===== src/sv/bakery_ticket_arbiter_defines.svh =====
// bakery_ticket_arbiter_defines.svh: assertion macros for the ticket arbiter
// expects signals named clock and reset in the scope of each use
`ifndef BAKERY_TICKET_ARBITER_DEFINES_SVH
`define BAKERY_TICKET_ARBITER_DEFINES_SVH

// same-cycle implication, disabled during reset
`define BTA_ASSERT_NOW(label, ante, cons, msg) \
   label: assert property (@(posedge clock) disable iff (reset) (ante) |-> (cons)) \
      else $error(msg);

// next-cycle implication, disabled during reset
`define BTA_ASSERT_NEXT(label, ante, cons, msg) \
   label: assert property (@(posedge clock) disable iff (reset) (ante) |=> (cons)) \
      else $error(msg);

`endif


===== src/sv/bta_pkg.sv =====
// bta_pkg: shared types and codes of the bakery ticket arbiter
// no dependencies
`default_nettype none

package bta_pkg;

   localparam int KIND_W   = 2;
   localparam int SLOT_FW  = 3;
   localparam int TICKET_FW = 16;
   localparam int STATUS_W = 2;

   // request kinds (the unused code behaves as a poll)
   localparam logic [KIND_W-1:0] KIND_LOCK   = 2'd0;
   localparam logic [KIND_W-1:0] KIND_UNLOCK = 2'd1;
   localparam logic [KIND_W-1:0] KIND_POLL   = 2'd2;

   // result status codes
   localparam logic [STATUS_W-1:0] STAT_OK          = 2'd0;
   localparam logic [STATUS_W-1:0] STAT_RELOCK      = 2'd1;
   localparam logic [STATUS_W-1:0] STAT_IDLE_UNLOCK = 2'd2;
   localparam logic [STATUS_W-1:0] STAT_SATURATED   = 2'd3;

   // controller to datapath
   typedef struct packed {
      logic load;       // capture the request word
      logic own_rd;     // read the requesting slot's ticket
      logic scan_clr;   // reset scan counter and accumulators
      logic scan_step;  // one scan step
      logic commit;     // update state and load the response register
   } cmd_type;

   // datapath to controller
   typedef struct packed {
      logic slot_ok;
      logic own_wait;
      logic is_lock;
      logic is_unlock;
      logic scan_done;
      logic out_free;
   } sts_type;

endpackage

`default_nettype wire


===== src/sv/bta_ram.sv =====
// bta_ram: generic simple dual-port ram, one write and one registered read port
// no dependencies
`default_nettype none

module bta_ram #(
   parameter int WIDTH = 16,
   parameter int DEPTH = 8
) (
   input  wire logic                     clock,
   input  wire logic                     wr_en,
   input  wire logic [$clog2(DEPTH)-1:0] wr_addr,
   input  wire logic [WIDTH-1:0]         wr_data,
   input  wire logic                     rd_en,
   input  wire logic [$clog2(DEPTH)-1:0] rd_addr,
   output logic      [WIDTH-1:0]         rd_data
);

   logic [WIDTH-1:0] mem_ff [DEPTH];
   logic [WIDTH-1:0] rd_data_ff;

   always_ff @(posedge clock) begin
      if (wr_en) begin
         mem_ff[wr_addr] <= wr_data;
      end
      if (rd_en) begin
         rd_data_ff <= mem_ff[rd_addr];
      end
   end

   assign rd_data = rd_data_ff;

endmodule

`default_nettype wire


===== src/sv/bta_datapath.sv =====
// bta_datapath: waiting flags, ticket ram, scan accumulators, response register
// depends on bta_pkg and bta_ram
`default_nettype none

module bta_datapath #(
   parameter int SLOTS       = 8,
   parameter int TICKET_BITS = 16
) (
   input  wire logic                            clock,
   input  wire logic                            reset,
   input  wire bta_pkg::cmd_type                cmd,
   output bta_pkg::sts_type                     sts,
   input  wire logic [bta_pkg::KIND_W-1:0]      req_kind,
   input  wire logic [bta_pkg::SLOT_FW-1:0]     req_slot,
   input  wire logic                            rsp_stall,
   output logic                                 rsp_valid,
   output logic                                 rsp_granted,
   output logic      [bta_pkg::TICKET_FW-1:0]   rsp_ticket,
   output logic      [bta_pkg::STATUS_W-1:0]    rsp_status
);

   import bta_pkg::*;

   localparam int SLOT_W = $clog2(SLOTS);
   localparam int CNT_W  = $clog2(SLOTS + 1);
   localparam logic [TICKET_BITS-1:0] TICKET_TOP = {TICKET_BITS{1'b1}};

   logic [KIND_W-1:0]      kind_ff, kind_in;
   logic [SLOT_FW-1:0]     slot_ff, slot_in;
   logic [SLOTS-1:0]       waiting_ff, waiting_in;
   logic [CNT_W-1:0]       cnt_ff, cnt_in;
   logic [TICKET_BITS-1:0] own_ff, own_in;
   logic [TICKET_BITS-1:0] max_ff, max_in;
   logic                   blk_own_ff, blk_own_in;
   logic                   blk_top_ff, blk_top_in;
   logic                   other_ff, other_in;
   logic                   rsp_valid_ff, rsp_valid_in;
   logic                   rsp_granted_ff, rsp_granted_in;
   logic [TICKET_FW-1:0]   rsp_ticket_ff, rsp_ticket_in;
   logic [STATUS_W-1:0]    rsp_status_ff, rsp_status_in;

   logic [SLOT_W-1:0]      slot_idx;
   logic [SLOT_W-1:0]      prev_idx;
   logic                   slot_ok;
   logic                   own_wait;
   logic                   is_lock;
   logic                   is_unlock;
   logic                   scan_done;
   logic                   out_free;
   logic                   rd_en;
   logic [SLOT_W-1:0]      rd_addr;
   logic [TICKET_BITS-1:0] rd_data;
   logic                   wr_en;
   logic [TICKET_BITS-1:0] t_j;
   logic                   w_j;
   logic                   sat;
   logic [TICKET_BITS-1:0] new_ticket;

   assign slot_idx  = SLOT_W'(slot_ff);
   assign slot_ok   = 32'(slot_ff) < SLOTS;
   assign own_wait  = slot_ok && waiting_ff[slot_idx];
   assign is_lock   = (kind_ff == KIND_LOCK);
   assign is_unlock = (kind_ff == KIND_UNLOCK);
   assign scan_done = (cnt_ff == CNT_W'(SLOTS));
   assign out_free  = !rsp_valid_ff || !rsp_stall;

   assign sts = '{slot_ok: slot_ok, own_wait: own_wait, is_lock: is_lock,
                  is_unlock: is_unlock, scan_done: scan_done, out_free: out_free};

   // ticket store; a slot's entry counts only while its waiting flag is set
   assign rd_en   = cmd.own_rd || (cmd.scan_step && !scan_done);
   assign rd_addr = cmd.own_rd ? slot_idx : SLOT_W'(cnt_ff);
   assign wr_en   = cmd.commit && slot_ok && is_lock && !own_wait;

   assign sat        = (max_ff == TICKET_TOP);
   assign new_ticket = sat ? TICKET_TOP : max_ff + TICKET_BITS'(1);

   bta_ram #(
      .WIDTH (TICKET_BITS),
      .DEPTH (SLOTS)
   ) u_tickets (
      .clock   (clock),
      .wr_en   (wr_en),
      .wr_addr (slot_idx),
      .wr_data (new_ticket),
      .rd_en   (rd_en),
      .rd_addr (rd_addr),
      .rd_data (rd_data)
   );

   // entry whose read data arrives this scan cycle
   assign prev_idx = SLOT_W'(cnt_ff - CNT_W'(1));
   assign t_j      = waiting_ff[prev_idx] ? rd_data : '0;
   assign w_j      = waiting_ff[prev_idx] && (prev_idx != slot_idx);

   always_comb begin
      kind_in        = kind_ff;
      slot_in        = slot_ff;
      waiting_in     = waiting_ff;
      cnt_in         = cnt_ff;
      own_in         = own_ff;
      max_in         = max_ff;
      blk_own_in     = blk_own_ff;
      blk_top_in     = blk_top_ff;
      other_in       = other_ff;
      rsp_valid_in   = rsp_valid_ff && rsp_stall;
      rsp_granted_in = rsp_granted_ff;
      rsp_ticket_in  = rsp_ticket_ff;
      rsp_status_in  = rsp_status_ff;

      if (cmd.load) begin
         kind_in = req_kind;
         slot_in = req_slot;
      end

      if (cmd.scan_clr) begin
         cnt_in     = '0;
         max_in     = '0;
         blk_own_in = 1'b0;
         blk_top_in = 1'b0;
         other_in   = 1'b0;
      end else if (cmd.scan_step) begin
         cnt_in = cnt_ff + CNT_W'(1);
         if (cnt_ff == '0) begin
            own_in = rd_data;
         end else begin
            if (t_j > max_ff) begin
               max_in = t_j;
            end
            // lower (ticket, slot) pair among other waiting slots
            if (w_j && ((t_j < own_ff) || ((t_j == own_ff) && (prev_idx < slot_idx)))) begin
               blk_own_in = 1'b1;
            end
            if (w_j && ((t_j < TICKET_TOP) ||
                        ((t_j == TICKET_TOP) && (prev_idx < slot_idx)))) begin
               blk_top_in = 1'b1;
            end
            if (w_j) begin
               other_in = 1'b1;
            end
         end
      end

      if (cmd.commit) begin
         rsp_valid_in   = 1'b1;
         rsp_granted_in = 1'b0;
         rsp_ticket_in  = '0;
         rsp_status_in  = STAT_OK;
         if (slot_ok) begin
            if (is_lock) begin
               if (own_wait) begin
                  rsp_granted_in = !blk_own_ff;
                  rsp_ticket_in  = TICKET_FW'(own_ff);
                  rsp_status_in  = STAT_RELOCK;
               end else begin
                  waiting_in[slot_idx] = 1'b1;
                  rsp_granted_in       = sat ? !blk_top_ff : !other_ff;
                  rsp_ticket_in        = TICKET_FW'(new_ticket);
                  rsp_status_in        = sat ? STAT_SATURATED : STAT_OK;
               end
            end else if (is_unlock) begin
               if (own_wait) begin
                  waiting_in[slot_idx] = 1'b0;
               end else begin
                  rsp_status_in = STAT_IDLE_UNLOCK;
               end
            end else if (own_wait) begin
               rsp_granted_in = !blk_own_ff;
               rsp_ticket_in  = TICKET_FW'(own_ff);
            end
         end
      end
   end

   always_ff @(posedge clock) begin
      if (reset) begin
         waiting_ff   <= '0;
         rsp_valid_ff <= 1'b0;
      end else begin
         waiting_ff   <= waiting_in;
         rsp_valid_ff <= rsp_valid_in;
      end
      kind_ff        <= kind_in;
      slot_ff        <= slot_in;
      cnt_ff         <= cnt_in;
      own_ff         <= own_in;
      max_ff         <= max_in;
      blk_own_ff     <= blk_own_in;
      blk_top_ff     <= blk_top_in;
      other_ff       <= other_in;
      rsp_granted_ff <= rsp_granted_in;
      rsp_ticket_ff  <= rsp_ticket_in;
      rsp_status_ff  <= rsp_status_in;
   end

   assign rsp_valid   = rsp_valid_ff;
   assign rsp_granted = rsp_granted_ff;
   assign rsp_ticket  = rsp_ticket_ff;
   assign rsp_status  = rsp_status_ff;

endmodule

`default_nettype wire


===== src/sv/bta_ctrl.sv =====
// bta_ctrl: sequencing state machine of the ticket arbiter
// depends on bta_pkg
`default_nettype none

module bta_ctrl (
   input  wire logic             clock,
   input  wire logic             reset,
   input  wire logic             req_valid,
   output logic                  req_stall,
   input  wire bta_pkg::sts_type sts,
   output bta_pkg::cmd_type      cmd
);

   import bta_pkg::*;

   localparam logic [1:0] ST_IDLE   = 2'd0;
   localparam logic [1:0] ST_DECODE = 2'd1;
   localparam logic [1:0] ST_SCAN   = 2'd2;
   localparam logic [1:0] ST_DONE   = 2'd3;

   logic [1:0] state_ff, state_in;
   logic       need_scan;

   // a scan is needed for a fresh lock, or for any non-unlock of a waiting slot
   assign need_scan = sts.slot_ok &&
                      ((sts.is_lock && !sts.own_wait) || (sts.own_wait && !sts.is_unlock));

   always_comb begin
      state_in = state_ff;
      cmd      = '0;
      case (state_ff)
         ST_IDLE: begin
            if (req_valid) begin
               cmd.load = 1'b1;
               state_in = ST_DECODE;
            end
         end
         ST_DECODE: begin
            if (need_scan) begin
               cmd.own_rd   = 1'b1;
               cmd.scan_clr = 1'b1;
               state_in     = ST_SCAN;
            end else begin
               state_in = ST_DONE;
            end
         end
         ST_SCAN: begin
            cmd.scan_step = 1'b1;
            if (sts.scan_done) begin
               state_in = ST_DONE;
            end
         end
         ST_DONE: begin
            if (sts.out_free) begin
               cmd.commit = 1'b1;
               state_in   = ST_IDLE;
            end
         end
         default: begin
            state_in = ST_IDLE;
         end
      endcase
   end

   always_ff @(posedge clock) begin
      if (reset) begin
         state_ff <= ST_IDLE;
      end else begin
         state_ff <= state_in;
      end
   end

   assign req_stall = (state_ff != ST_IDLE);

endmodule

`default_nettype wire


===== src/sv/bakery_ticket_arbiter.sv =====
// bakery_ticket_arbiter: ticket-ordered mutual-exclusion arbiter (bakery lock)
// depends on bta_pkg, bta_ctrl, bta_datapath, bta_ram, bakery_ticket_arbiter_defines.svh
//
// usage
//   req channel: one word names a slot and a kind (lock, unlock, poll); taken
//     on a clock edge with req_valid high and req_stall low
//   rsp channel: exactly one word per request, in order: grant bit, the
//     slot's ticket after the step, and a status code
//   a lock of an idle slot takes the largest ticket plus one (saturating at
//     the top value); an unlock clears the slot; a poll only reports
// sequence
//   lock of an idle slot, and lock or poll of a waiting slot: accept, decode,
//     then a sweep of the ticket ram through its single read port, one entry
//     per cycle, then commit of the result
//   unlock, poll of an idle slot, slot out of range: accept, decode, commit
//   one word in flight; the next request is taken while a result still waits
// reset: synchronous; all slots idle, no result pending, no clearing pass
// stall: rsp holds its word while rsp_stall is high; a finished step waits
//   before committing until the response register is free
`default_nettype none

module bakery_ticket_arbiter #(
   parameter int SLOTS       = 8,
   parameter int TICKET_BITS = 16
) (
   input  wire logic                          clock,
   input  wire logic                          reset,
   input  wire logic                          req_valid,
   output logic                               req_stall,
   input  wire logic [bta_pkg::KIND_W-1:0]    req_kind,
   input  wire logic [bta_pkg::SLOT_FW-1:0]   req_slot,
   output logic                               rsp_valid,
   input  wire logic                          rsp_stall,
   output logic                               rsp_granted,
   output logic      [bta_pkg::TICKET_FW-1:0] rsp_ticket,
   output logic      [bta_pkg::STATUS_W-1:0]  rsp_status
);

   import bta_pkg::*;

`include "bakery_ticket_arbiter_defines.svh"

   cmd_type cmd;
   sts_type sts;

   // controller: accept, decode, sweep, commit
   bta_ctrl u_ctrl (
      .clock     (clock),
      .reset     (reset),
      .req_valid (req_valid),
      .req_stall (req_stall),
      .sts       (sts),
      .cmd       (cmd)
   );

   // datapath: flags, ticket ram, comparisons, response register
   bta_datapath #(
      .SLOTS       (SLOTS),
      .TICKET_BITS (TICKET_BITS)
   ) u_datapath (
      .clock       (clock),
      .reset       (reset),
      .cmd         (cmd),
      .sts         (sts),
      .req_kind    (req_kind),
      .req_slot    (req_slot),
      .rsp_stall   (rsp_stall),
      .rsp_valid   (rsp_valid),
      .rsp_granted (rsp_granted),
      .rsp_ticket  (rsp_ticket),
      .rsp_status  (rsp_status)
   );

   // an accepted word keeps the input closed until its result is committed
   `BTA_ASSERT_NEXT(a_busy_after_accept, req_valid && !req_stall, req_stall, "accept while busy")
   // a result never overwrites one still waiting
   `BTA_ASSERT_NOW(a_commit_free, cmd.commit, !rsp_valid || !rsp_stall, "result overwritten")
   // a new result only appears after a commit
   `BTA_ASSERT_NOW(a_rsp_from_commit, $rose(rsp_valid), $past(cmd.commit), "spurious result")
   // the sweep never overlaps taking a new word or committing a result
   `BTA_ASSERT_NOW(a_scan_no_load, cmd.scan_step, !cmd.load && !cmd.commit, "scan overlap")

endmodule

`default_nettype wire

===== config.mk =====
export PLATFORM = sky130hd
export DESIGN_NAME = bakery_ticket_arbiter
export DESIGN_NICKNAME = d
export VERILOG_FILES = /design/src/sv/bta_pkg.sv /design/src/sv/bta_ram.sv /design/src/sv/bta_datapath.sv /design/src/sv/bta_ctrl.sv /design/src/sv/bakery_ticket_arbiter.sv
export VERILOG_INCLUDE_DIRS = /design/src /design/src/sv
export SDC_FILE = /design/constraint.sdc
export NUM_CORES = 1
export LEC_CHECK = 0
export BUFFER_PORTS_ARGS = -buffer_cell sky130_fd_sc_hd__buf_4
export CAP_MARGIN = 5
export CORE_MARGIN = 4
export CORE_UTILIZATION = 35
export CTS_CLUSTER_DIAMETER = 100
export DETAILED_ROUTE_END_ITERATION = 8
export SETUP_SLACK_MARGIN = 0.1
export SLEW_MARGIN = 20
export SYNTH_ARGS = -nofsm -noshare
export SYNTH_HDL_FRONTEND = slang
export SYNTH_HIERARCHICAL = 1
export SYNTH_SLANG_ARGS = --single-unit
export TNS_END_PERCENT = 100

===== constraint.sdc =====
create_clock -name clock -period 9.48 [get_ports clock]
set_clock_uncertainty 0.1 [all_clocks]
set_input_delay 0.474 -clock clock [delete_from_list [all_inputs] [get_ports clock]]
set_output_delay 0.474 -clock clock [all_outputs]
set_load 0.01 [all_outputs]

# ---- Word level (Yosys, flattened, before mapping)
# Memory sizes are Yosys's and may differ from the RTL's. A register that Yosys moved wholly into a read port is not among the register bits.
# Index checks and enable logic that the tools add are counted.
# Widths: inputs -> output; s select.
dict set report word_totals {
  latch_bits 0
  n_memories 1
  register_bits 74
  ram_bits 128
  output_inout_bits 21
  rom_bits 0
}
# name words width read_ports rd_clocked_by_memory_dff write_ports line_no
set memory_table {}
lappend memory_table {u_datapath.u_tickets.mem_ff 8 16 1 1 1 bta_ram.sv:18} ;# logic [WIDTH-1:0] mem_ff [DEPTH];
dict set report op_classes {
  reduce_logical 38
  multipliers 0
  bitwise_logic 5
  n_lt_le_gt_ge 7
  n_shift 0
  div 0
  add_sub_neg 3
  muxes 42
  n_eq_ne 13
}
# cell n
set op_table {}
lappend op_table {{$mux 16} 6}
lappend op_table {{$eq 16x16->1 const B} 2}
lappend op_table {{$mux 8} 4}
lappend op_table {{$mux 2} 10}
lappend op_table {{$reduce_and 3->1} 6}
lappend op_table {{$mux 1} 17}
lappend op_table {{$add 16x1->16 const B} 1}
lappend op_table {{$eq 16x16->1} 1}
lappend op_table {{$gt 16x16->1} 1}
lappend op_table {{$lt 16x16->1} 1}
lappend op_table {{$lt 16x16->1 const B} 1}
lappend op_table {{$logic_and 1x1->1} 12}
lappend op_table {{$and 8x8->8} 1}
lappend op_table {{$logic_not 1->1} 8}
lappend op_table {{$lt 3x4->1 const B} 2}
lappend op_table {{$not 8->8} 1}
lappend op_table {{$or 8x8->8} 1}
lappend op_table {{$pmux 2 s4} 1}
lappend op_table {{$bmux 1 s3} 2}
lappend op_table {{$reduce_bool 2->1} 3}
lappend op_table {{$logic_or 1x1->1} 5}
lappend op_table {{$add 4x1->4 const B} 1}
lappend op_table {{$eq 2x1->1 const B} 2}
lappend op_table {{$eq 2x2->1 const B} 2}
lappend op_table {{13 further kinds} 17}

# ---- Logic depth before layout (Yosys ltp)
# Gate-level depths: netlist (run 1).
dict set report depth {
  ltp_word 9
  ltp_mapped 15
}

# ---- Cells and area by module
# The synthesis (run 1) kept the hierarchy.
# module area_each_um2 seq_area_each_um2 n_inst cells_per_inst
set by_module_without_submodules {}
lappend by_module_without_submodules {bta_ram 5454.0 4324.1 1 214}
lappend by_module_without_submodules {bta_datapath 4329.2 1841.8 1 436}
lappend by_module_without_submodules {bta_ctrl 237.7 40.0 1 29}

# ---- Worst setup path after synthesis (run 1)
# Ideal clock, no wire load.
dict set report synth_timing {
  path_type {register -> register}
  start {register u_datapath.slot_ff[1]}
  end {register u_datapath.u_tickets.rd_data_ff[1] (netlist: u_datapath/u_tickets/rd_data[1]), read port of u_datapath.u_tickets.mem_ff (data pin)}
  synth_period_minus_slack_ps 4173
  n_path_buf 5
  stages_incl_launch_ff 14
  slack_ps 5307
  arrival_ps 3814
  setup_ps 260
  path_cell_list {edfxtp_1 > clkbuf_1 > mux4_2 > mux2_2 > buf_4 > and2_1 > nor4b_1 > buf_4 > nand2_1 > o21ai_0 > buf_6 > buf_6 > mux4_1 > mux2_2}
}
# item line_no
set synth_rtl {}
lappend synth_rtl {{from (decl)} bta_datapath.sv:29} ;# logic [SLOT_FW-1:0] slot_ff, slot_in;
lappend synth_rtl {{from (signal assigned)} bta_datapath.sv:184} ;# slot_ff <= slot_in;
lappend synth_rtl {{to (decl)} bta_ram.sv:19} ;# logic [WIDTH-1:0] rd_data_ff;

# ---- Worst setup path after layout (run 1)
dict set report layout_timing {
  start {register u_datapath.cnt_ff[0]}
  end {register u_datapath.max_ff[0]}
}
dict set report layout_via {
  elab_chain_cells 6
  elab_cells_between_ends 8
  classes_between {1 x add/sub; 1 x order compare; 3 x mux; 1 x bitwise; 2 x reduce/logical}
}
# item line_no
set layout_rtl {}
lappend layout_rtl {{from (decl)} bta_datapath.sv:31} ;# logic [CNT_W-1:0] cnt_ff, cnt_in;
lappend layout_rtl {{from (signal assigned)} bta_datapath.sv:185} ;# cnt_ff <= cnt_in;
lappend layout_rtl {{$sub 3x1->3} bta_datapath.sv:92} ;# assign prev_idx = SLOT_W'(cnt_ff - CNT_W'(1));
lappend layout_rtl {{net u_datapath.prev_idx[0]} bta_datapath.sv:43} ;# logic [SLOT_W-1:0] prev_idx;
lappend layout_rtl {{$bmux 1 s3} bta_datapath.sv:93} ;# assign t_j = waiting_ff[prev_idx] ? rd_data : '0;
lappend layout_rtl {{$mux 1 (not written as such)} bta_datapath.sv:93}
lappend layout_rtl {{$mux 16} bta_datapath.sv:93}
lappend layout_rtl {{net u_datapath.t_j[10]} bta_datapath.sv:54} ;# logic [TICKET_BITS-1:0] t_j;
lappend layout_rtl {{$gt 16x16->1} bta_datapath.sv:127} ;# if (t_j > max_ff) begin
lappend layout_rtl {{$reduce_and 3->1 (no source line)} n/a}
lappend layout_rtl {{to (signal assigned)} bta_datapath.sv:187} ;# max_ff <= max_in;
lappend layout_rtl {{to (decl)} bta_datapath.sv:33} ;# logic [TICKET_BITS-1:0] max_ff, max_in;
# The timed path passes the listed nets, and every way through them passes these cells. The select of a mux whose other input is x is not followed.
# A chain may end at the register's enable or synchronous reset.

==> run summary, run 1 <==
GLOBAL ROUTE
--------------------------------------------------------------------------------
First-pass GRT wire length                                             32,700 um
Initial antenna violation count                                                0
M1 GR Usage                                                                19.1%
Pin count of the biggest net entering global routing                          33
Total congestion overflow                                                      0
Most utilized layer in the global route result                              met2
Overall fraction of global-route tracks in use                             13.5%
Number of global-route vias before repair                                  5,566
Met3 Resource Use GR                                                       2.07%
Met2 Resource Use GR                                                       22.1%

STATUS
--------------------------------------------------------------------------------
Outcome                                                             complete, no violations

LOGIC SYNTHESIS
--------------------------------------------------------------------------------
Average footprint of a synthesized cell                                14.8 um^2
Top flip-flop cell by instance count after synthesis                sky130_fd_sc_hd__edfxtp_1
Dominant cell by count in the synthesized netlist                   sky130_fd_sc_hd__edfxtp_1
Yosys cell types                                                              63
Post-synthesis register bit count                                            218
Count of flip-flops with a built-in enable after synthesis                   184
Area share of the leading cell type in the synthesized netlist             55.1%
Part of the Yosys area used for sequential elements                        61.9%
Synthesized Nets                                                             729
Cell types with the largest area share after synthesis              sky130_fd_sc_hd__edfxtp_1 55%, sky130_fd_sc_hd__mux4_1 7.6%, sky130_fd_sc_hd__dfxtp_1 6.8%, sky130_fd_sc_hd__ha_1 5.1%, sky130_fd_sc_hd__mux2_2 2.1%
Leading cell types by count after synthesis                         184 x sky130_fd_sc_hd__edfxtp_1, 51 x sky130_fd_sc_hd__nor2_1, 44 x sky130_fd_sc_hd__inv_1
Async set-or-reset flop fraction in the synthesized netlist                   0%
Gate count after technology mapping                                          679
Syn. warnings                                                                  6
Netlist Area Pre-Place                                               0.0100 mm^2
Post-synth top area cell                                            sky130_fd_sc_hd__edfxtp_1

FINISH
--------------------------------------------------------------------------------
Area of all placed cells without fillers                             0.0114 mm^2
Number of inserted diodes                                                      0
Final Instance Count excl. Fillers                                         1,108
Share of layout cells above drive strength 1                               16.3%
Net count, final                                                             766
Area added between synthesis and finish                                    13.6%
Area occupied by registers                                          0.00621 mm^2
Multi-input logic area                                              0.00349 mm^2
Fill count                                                                 2,506

WORST SETUP PATH
--------------------------------------------------------------------------------
Reg2Reg Launch Point                                                u_datapath/cnt_ff[0]
Largest driver fanout on the critical path                                    18
Arr. time, crit path                                                     4.93 ns
Category of the critical setup timing path                            reg -> reg
Data required time at the worst endpoint                                 9.83 ns
Endpoint class of the critical path                                    flip-flop
Start point of the critical path                                    u_datapath/cnt_ff[0]
Element type at the critical path start                                flip-flop

DETAILED ROUTING
--------------------------------------------------------------------------------
Via count                                                                  5,596
Violation count after the first detailed-routing iteration                   364
Routed length per instance                                               19.1 um
Remaining antenna violation count after routing                                0
Number of design rule violations left after detail routing                     0
Drt first pass iters                                                           4
Vias per Instance                                                           5.05
Final routed wirelength across all metal layers                        21,200 um

STA
--------------------------------------------------------------------------------
Total setup violations reported at the end of the flow                         0
Clock period minus final worst setup slack                               4.59 ns
Setup TNS                                                                   0 ns
Transition at the pin with the smallest max-transition slack             1.02 ns
Unrepaired setup endpoints after global routing                               no
Hold Vio Cnt, Final                                                            0
WHS                                                                    0.0356 ns
Slack of the critical path                                               4.89 ns
Number of pins exceeding their max-slew limit in the final report              0
Maximum clock frequency                                                  218 MHz
Part of the cycle the worst path needs                                     48.4%
Relative slew margins                                                      31.6%

DIE
--------------------------------------------------------------------------------
Area enclosed by the die boundary                                    0.0314 mm^2
I/O pins                                                                      30
Core Area                                                            0.0280 mm^2
Die width                                                                 177 um
Total number of placement rows                                                61
Effective utilization at floorplan                                         35.8%
Die Y-Extent                                                              177 um

CLOCKING
--------------------------------------------------------------------------------
Cell at the root of the clock tree                                  sky130_fd_sc_hd__clkbuf_16
Post-CTS setup-driven buffer insertion count                                   0
Clock insertion delay at the later pin of the skew report                0.51 ns
PostCTS Resize Cnt                                                             0
Clock slew at reported path FFs                                          0.07 ns
# hold bufs at CTS                                                             0
TritonCTS Buffers                                                             24
Number of clock sinks                                                        218
Longest Clk Path Bufs                                                          3
CTS tree                                                                     yes
Number of levels in the clock H-tree                                           1

PLACEMENT
--------------------------------------------------------------------------------
Port Buffers                                                                  29
Placed cells                                                               1,068
Post-placement worst setup slack                                         4.90 ns
Placer's final routability congestion estimate                             0.836
HPWL reported at the end of detailed placement                         13,400 um
Placed standard-cell area                                            0.0107 mm^2

MIN PATH
--------------------------------------------------------------------------------
Start point of the worst hold path                                   req_kind[0]
Type of the most critical hold path                                    in -> reg

PWR
--------------------------------------------------------------------------------
Cell leakage power                                                       4.20 nW
Pwr per Cell Area                                                    272 mW/mm^2
Worst vdd ir                                                            0.141 mV

JOB
--------------------------------------------------------------------------------
Max Cap Violations                                                             0

[area by class of cell]
| class | count | area share [%] |
|---|---|---|
| inverter | 44 | 1.45 |
| multi-input combinational | 385 | 30.7 |
| clock buffer | 29 | 5.63 |
| sequential | 218 | 54.5 |
| timing repair buffer | 43 | 2.84 |
| clock inverter | 11 | 0.736 |
| tap | 378 | 4.15 |
[cells by family after synthesis]
group / count (synthesis) / share of synthesized area [%]
mux: 72 / 13.1
xor+xnor: 18 / 1.65
fa+ha+maj: 41 / 5.12
simple gates: 178 / 9.00
compound gates: 75 / 5.53
other cells: 1 / 0.0374
buf+inv: 76 / 3.67
flops: 218 / 61.9
[power breakdown]
part           switching (mW)  total [mW]  leakage [nW]  internal [mW]
Clock                   0.372       0.859         0.350          0.486
Sequential              0.121        1.40          1.96           1.28
Combinational           0.473       0.838          1.89          0.365
Total                   0.966        3.09          4.20           2.13
[worst paths after layout]
check	cells after the start	slack (ns)	end
worst max register to register	13	4.89	u_datapath/max_ff[0]
worst max-delay path	13	4.89	u_datapath/max_ff[0]
worst min-delay path	1	0.04	u_datapath/kind_ff[0]
worst min register to register	2	0.38	u_datapath/blk_top_ff
[layer usage]
metal	share of wire (%)	vias up
li1	-	2668
met5	0	-
met3	4.7	19
met4	1.3	0
met1	47	2792
met2	47	117
[placed cells by master, fill, tap and decap left out, types with 4 or more instances in the layout]
cell and instances:
sky130_fd_sc_hd__a211oi_1 5, sky130_fd_sc_hd__a21oi_1 14, sky130_fd_sc_hd__a22o_1 16, sky130_fd_sc_hd__and2_1 17, sky130_fd_sc_hd__and3_1 4, sky130_fd_sc_hd__buf_4 43
sky130_fd_sc_hd__clkbuf_1 4, sky130_fd_sc_hd__clkbuf_16 25, sky130_fd_sc_hd__dfxtp_1 34, sky130_fd_sc_hd__edfxtp_1 184, sky130_fd_sc_hd__ha_1 41, sky130_fd_sc_hd__inv_1 44
sky130_fd_sc_hd__mux2_2 19, sky130_fd_sc_hd__mux2i_1 16, sky130_fd_sc_hd__mux4_1 29, sky130_fd_sc_hd__mux4_2 7, sky130_fd_sc_hd__nand2_1 36, sky130_fd_sc_hd__nand2b_1 6
sky130_fd_sc_hd__nand3_1 16, sky130_fd_sc_hd__nand4_1 12, sky130_fd_sc_hd__nor2_1 51, sky130_fd_sc_hd__nor2b_1 5, sky130_fd_sc_hd__nor3_1 6, sky130_fd_sc_hd__o21ai_0 7
sky130_fd_sc_hd__o31ai_1 7, sky130_fd_sc_hd__or3_1 4, sky130_fd_sc_hd__xnor2_1 13, sky130_fd_sc_hd__xor2_1 4
[state kept, by name, summed over array words and instances, names as in the netlist, 2 cells and up, named ones only]
name and flops:
u_datapath/rsp_ticket 16, u_datapath/u_tickets/rd_data 16, u_datapath/max_ff 16, u_datapath/cnt_ff 4, u_ctrl/state_ff 2, u_datapath/u_tickets/mem_ff 128
u_datapath/own_ff 16, u_datapath/rsp_status 2, u_datapath/kind_ff 2, u_datapath/slot_ff 3
[worst max-delay path, cell delays in order, from the launching register on]
cell and delay, ns:
sky130_fd_sc_hd__dfxtp_1 0.50, sky130_fd_sc_hd__inv_1 0.17, sky130_fd_sc_hd__ha_1 0.39, sky130_fd_sc_hd__mux4_1 0.57
sky130_fd_sc_hd__mux2_4 0.38, sky130_fd_sc_hd__and2_1 0.23, sky130_fd_sc_hd__ha_1 0.31, sky130_fd_sc_hd__nand4_1 0.09
sky130_fd_sc_hd__nor3_1 0.33, sky130_fd_sc_hd__nand4_1 0.14, sky130_fd_sc_hd__o211ai_1 0.30, sky130_fd_sc_hd__o2111ai_4 0.45
sky130_fd_sc_hd__or2_2 0.45, sky130_fd_sc_hd__a21oi_1 0.12
[per-stage QoR]
stage / power [mW] / utilization (%)
2_1_floorplan: 2.01 / -
3_3_place_gp: 2.24 / 38.1
3_5_place_dp: 2.26 / 38.1
4_1_cts: 3.12 / 40.6
5_1_grt: 3.27 / 40.6
6_report: 3.09 / 40.6
Note: power is estimated with default switching activity, not from simulation.
==> inputs of run 2 (changes only) <==
Settings changed: ABC_AREA from default to 1.
Clock period 9.48 ns to 4.7 ns, I/O delays scaled along.
==> run 2 against run 1 <==
Flip-flop and latch count unchanged. Design area up 8.5%. Via count up 40%. Total power up 150%. Synthesized cell count up 75%. Register-to-register slack worse by 4.0 ns. Area after synthesis up 9.1%. Die area up 8.7%. Largest cell class unchanged. Largest power group is now combinational cells.
==> run summary, run 2 <==
WORST SETUP PATH
--------------------------------------------------------------------------------
Cell with the biggest individual delay on the critical path         sky130_fd_sc_hd__dfxtp_1
Crit path capture                                                   u_datapath/max_ff[15]
Endpoint of the lowest-slack register-to-register path              u_datapath/max_ff[15]
Number of logic stages on the critical path including buffering               17   +4
Element type at the critical path start                                flip-flop
Largest driver fanout on the critical path                                    24   +6
Endpoint class of the critical path                                    flip-flop
Data required time at the worst endpoint                                 5.02 ns   -4.81 ns
Cell family contributing the most delay on the critical path        simple AND/OR/NAND/NOR gates
Start point of the critical path                                    u_datapath/cnt_ff[0]
Total buffers and inverters traversed by the critical path                     5   +4
R2R setup slack                                                          0.86 ns   -4.03 ns
Highest cell delay on the worst timing path                              0.46 ns   -0.11 ns
Reg2Reg Launch Point                                                u_datapath/cnt_ff[0]
Category of the critical setup timing path                            reg -> reg
Arr. time, crit path                                                     4.15 ns   -0.78 ns
Reg2reg path depth                                                            17   +4
Cell-by-cell trace of the critical path                             inv_2, ha_1, inv_1, nand3_1, nand3_2, nand2_1, inv_1, nand2_1, inv_1, ha_1, nand2_1, nor3_1, and3_1, a41oi_2, buf_4, a21oi_1, nor2_1

CLOCKING
--------------------------------------------------------------------------------
Clock insertion delay at the later pin of the skew report                0.52 ns   about the same
CTS tree                                                                     yes
Cell at the root of the clock tree                                  sky130_fd_sc_hd__clkbuf_16
TritonCTS Buffers                                                             24   unchanged
Clock slew at reported path FFs                                          0.06 ns   about the same
Post-CTS setup-driven buffer insertion count                                   0   unchanged
Number of levels in the clock H-tree                                           1   unchanged
Number of clock sinks                                                        218   unchanged
Longest Clk Path Bufs                                                          3   unchanged

DIE
--------------------------------------------------------------------------------
Core Area                                                            0.0307 mm^2   +9.5%
Area enclosed by the die boundary                                    0.0341 mm^2   +8.7%
I/O pins                                                                      30   unchanged
Total number of placement rows                                                64   +4.9%
Effective utilization at floorplan                                         35.6%   -0.14 points
Die width                                                                 185 um   +4.2%
Die Y-Extent                                                              185 um   +4.2%

PWR
--------------------------------------------------------------------------------
Net switching power                                                      3.11 mW   +220%
Cell leakage power                                                       5.56 nW   +32%
Sequential group share of total power                                      35.2%   -10 points
Combinational power share                                                  41.3%   +14 points
Clock network fraction of total power                                      23.5%   -4.3 points
Worst vdd ir                                                            0.309 mV   +120%
Internal power contribution                                              4.57 mW   +110%
Pwr per Cell Area                                                    622 mW/mm^2   +130%
Switching share of power                                                   40.5%   +9.3 points

LOGIC SYNTHESIS
--------------------------------------------------------------------------------
Yosys cell types                                                              48   -24%
Dominant cell by count in the synthesized netlist                   sky130_fd_sc_hd__nand2_1
Part of the Yosys area used for sequential elements                        56.8%   -5.2 points
Count of flip-flops with a built-in enable after synthesis                   184   unchanged
Area share of the leading cell type in the synthesized netlist             50.5%   -4.6 points
Post-synth top area cell                                            sky130_fd_sc_hd__edfxtp_1
Synthesized Nets                                                           1,236   +70%
Average footprint of a synthesized cell                                9.22 um^2   -38%
Async set-or-reset flop fraction in the synthesized netlist                   0%   unchanged
Syn. warnings                                                                  6   unchanged
Post-synthesis register bit count                                            218   unchanged
Gate count after technology mapping                                        1,186   +75%
Top flip-flop cell by instance count after synthesis                sky130_fd_sc_hd__edfxtp_1
Netlist Area Pre-Place                                               0.0109 mm^2   +9.1%
Leading cell types by count after synthesis                         319 x sky130_fd_sc_hd__nand2_1, 228 x sky130_fd_sc_hd__inv_1, 184 x sky130_fd_sc_hd__edfxtp_1
Cell types with the largest area share after synthesis              sky130_fd_sc_hd__edfxtp_1 51%, sky130_fd_sc_hd__nand2_1 11%, sky130_fd_sc_hd__inv_1 7.8%, sky130_fd_sc_hd__dfxtp_1 6.2%, sky130_fd_sc_hd__nand3_1 5.0%

GLOBAL ROUTE
--------------------------------------------------------------------------------
Pin count of the biggest net entering global routing                          38   +15%
Most utilized layer in the global route result                              met2
Total congestion overflow                                                      0   unchanged
Met2 Resource Use GR                                                       25.2%   +3.1 points
Overall fraction of global-route tracks in use                             15.0%   +1.6 points
Initial antenna violation count                                                0   unchanged
M1 GR Usage                                                                20.6%   +1.5 points
Met3 Resource Use GR                                                       2.07%   about the same
Number of global-route vias before repair                                  7,644   +37%
First-pass GRT wire length                                             40,800 um   +25%

DETAILED ROUTING
--------------------------------------------------------------------------------
Vias per Instance                                                           4.78   -5.3%
Violation count after the first detailed-routing iteration                   603   +66%
Final routed wirelength across all metal layers                        25,600 um   +21%
Routed length per instance                                               15.6 um   -18%
Drt first pass iters                                                           5   +1
Number of design rule violations left after detail routing                     0   unchanged
Remaining antenna violation count after routing                                0   unchanged
Via count                                                                  7,815   +40%

STA
--------------------------------------------------------------------------------
Number of pins exceeding their max-slew limit in the final report              0   unchanged
Part of the cycle the worst path needs                                     81.6%   +33 points
Setup TNS                                                                   0 ns   unchanged
Hold Vio Cnt, Final                                                            0   unchanged
Total setup violations reported at the end of the flow                         0   unchanged
Clock period minus final worst setup slack                               3.84 ns   -0.751 ns
Transition at the pin with the smallest max-transition slack             1.03 ns   +0.00973 ns
Relative slew margins                                                      30.4%   -1.2 points
Maximum clock frequency                                                  261 MHz   +20%
Unrepaired setup endpoints after global routing                               no

PLACEMENT
--------------------------------------------------------------------------------
HPWL reported at the end of detailed placement                         17,100 um   +28%
Placer's final routability congestion estimate                             0.906   +8.4%
Placed cells                                                               1,585   +48%
Port Buffers                                                                  29   unchanged

FINISH
--------------------------------------------------------------------------------
Number of flip-flops under the largest register name                         128   unchanged
Highest-count cells in the layout ignoring fill and taps            319 x sky130_fd_sc_hd__nand2_1, 228 x sky130_fd_sc_hd__inv_1, 184 x sky130_fd_sc_hd__edfxtp_1
Final Instance Count excl. Fillers                                         1,634   +47%
Net count, final                                                           1,272   +66%
Area added between synthesis and finish                                    13.0%
Largest reg by FF count                                             u_datapath/u_tickets/mem_ff
Number of inserted diodes                                                      0   unchanged
Share of layout cells above drive strength 1                               9.13%   -7.2 points
Most common cell after layout, fill and taps aside                  sky130_fd_sc_hd__nand2_1

STATUS
--------------------------------------------------------------------------------
Outcome                                                             complete, no violations

JOB
--------------------------------------------------------------------------------
Max Cap Violations                                                             0   unchanged

MIN PATH
--------------------------------------------------------------------------------
Type of the most critical hold path                                    in -> reg

[run 2: cell types whose count changed after synthesis, moves of 17 or more]
cell	delta
sky130_fd_sc_hd__a21oi_1	+23
sky130_fd_sc_hd__nand3_1	+94
sky130_fd_sc_hd__inv_1	+184
sky130_fd_sc_hd__and2_1	-17
sky130_fd_sc_hd__mux2_2	-19
sky130_fd_sc_hd__mux4_1	-29
sky130_fd_sc_hd__nand2_1	+283
[run 2: what timing repair did]
action | CTS | global route
hold buffers | 7 | 0
setup endpoints to repair | 0 | 0
endpoints found under the hold margin | 16 | 0
resized for setup | 0 | 0
[run 2: routing by layer]
| layer | vias up | part of all wire (%) |
|---|---|---|
| li1 | 3919 | - |
| met1 | 3649 | 45 |
| met2 | 200 | 46 |
| met3 | 47 | 5.8 |
| met4 | 0 | 2.7 |
| met5 | - | 0 |
[run 2: worst reg2reg max path, stage by stage (launching register included)]
cell                      delay, ns
sky130_fd_sc_hd__dfxtp_1       0.46
sky130_fd_sc_hd__inv_2         0.14
sky130_fd_sc_hd__ha_1          0.34
sky130_fd_sc_hd__inv_1         0.08
sky130_fd_sc_hd__nand3_1       0.10
sky130_fd_sc_hd__nand3_2       0.11
sky130_fd_sc_hd__nand2_1       0.25
sky130_fd_sc_hd__inv_1         0.26
sky130_fd_sc_hd__nand2_1       0.19
sky130_fd_sc_hd__inv_1         0.08
sky130_fd_sc_hd__ha_1          0.27
sky130_fd_sc_hd__nand2_1       0.06
sky130_fd_sc_hd__nor3_1        0.31
sky130_fd_sc_hd__and3_1        0.22
sky130_fd_sc_hd__a41oi_2       0.23
sky130_fd_sc_hd__buf_4         0.30
sky130_fd_sc_hd__a21oi_1       0.18
sky130_fd_sc_hd__nor2_1        0.06
[run 2: cell families after synthesis]
| group | share of synthesized area (%) |
|---|---|
| AO/OA/AOI/OAI | 5.92 |
| buffers and inverters | 11.1 |
| AND/OR/NAND/NOR | 20.8 |
| XOR/XNOR | 0.710 |
| adder cells (fa/ha/maj) | 4.69 |
| flip-flops | 56.8 |
| other | 0.0343 |
[run 2: stage by stage]
stage | hold WS (ns) | power (mW) | utilization [%] | worst slack (ns) | area, um^2
after floorplan | 0.197 | 5.15 | - | 1.62 | 10900
after detailed placement | 0.314 | 5.90 | 37.6 | 0.899 | 11500
after global placement | 0.315 | 5.84 | 37.6 | 1.05 | 11500
after global routing | 0.0921 | 8.27 | 40.3 | 0.430 | 12300
after CTS | 0.0831 | 7.74 | 40.3 | 0.885 | 12300
final | 0.0772 | 7.68 | 40.3 | 0.864 | 12300
[run 2: power by group through the flow]
| stage | clock, mW | sequential [mW] | combinational (mW) |
|---|---|---|---|
| 2_1_floorplan | 0 | 2.67 | 2.48 |
| 5_1_grt | 1.93 | 2.73 | 3.61 |
| 4_1_cts | 1.85 | 2.70 | 3.19 |
| 3_3_place_gp | 0 | 2.74 | 3.10 |
| 3_5_place_dp | 0 | 2.74 | 3.16 |
| 6_report | 1.81 | 2.70 | 3.18 |
[run 2: worst min path at each step]
stage / startpoint / end / slack (ns) / cells past startpoint
2_1_floorplan: reset / u_ctrl/state_ff[0] / 0.20 / 1
3_3_place_gp: req_kind[0] / u_datapath/kind_ff[0] / 0.31 / 1
3_5_place_dp: req_slot[1] / u_datapath/slot_ff[1] / 0.31 / 1
4_1_cts: req_valid / u_datapath/kind_ff[0] / 0.08 / 3
5_1_grt: req_valid / u_datapath/kind_ff[0] / 0.09 / 3
6_report: req_valid / u_datapath/kind_ff[0] / 0.08 / 3
[run 2: final cells by class]
cell class / instances / area (um^2)
Sequential cell: 218 / 6210
Multi-Input combinational cell: 685 / 3540
Clock inverter: 9 / 92.6
Clock buffer: 33 / 656
Tap cell: 396 / 495
Timing Repair Buffer: 60 / 480
Inverter: 233 / 875
Fill cell: 2974 / 18300
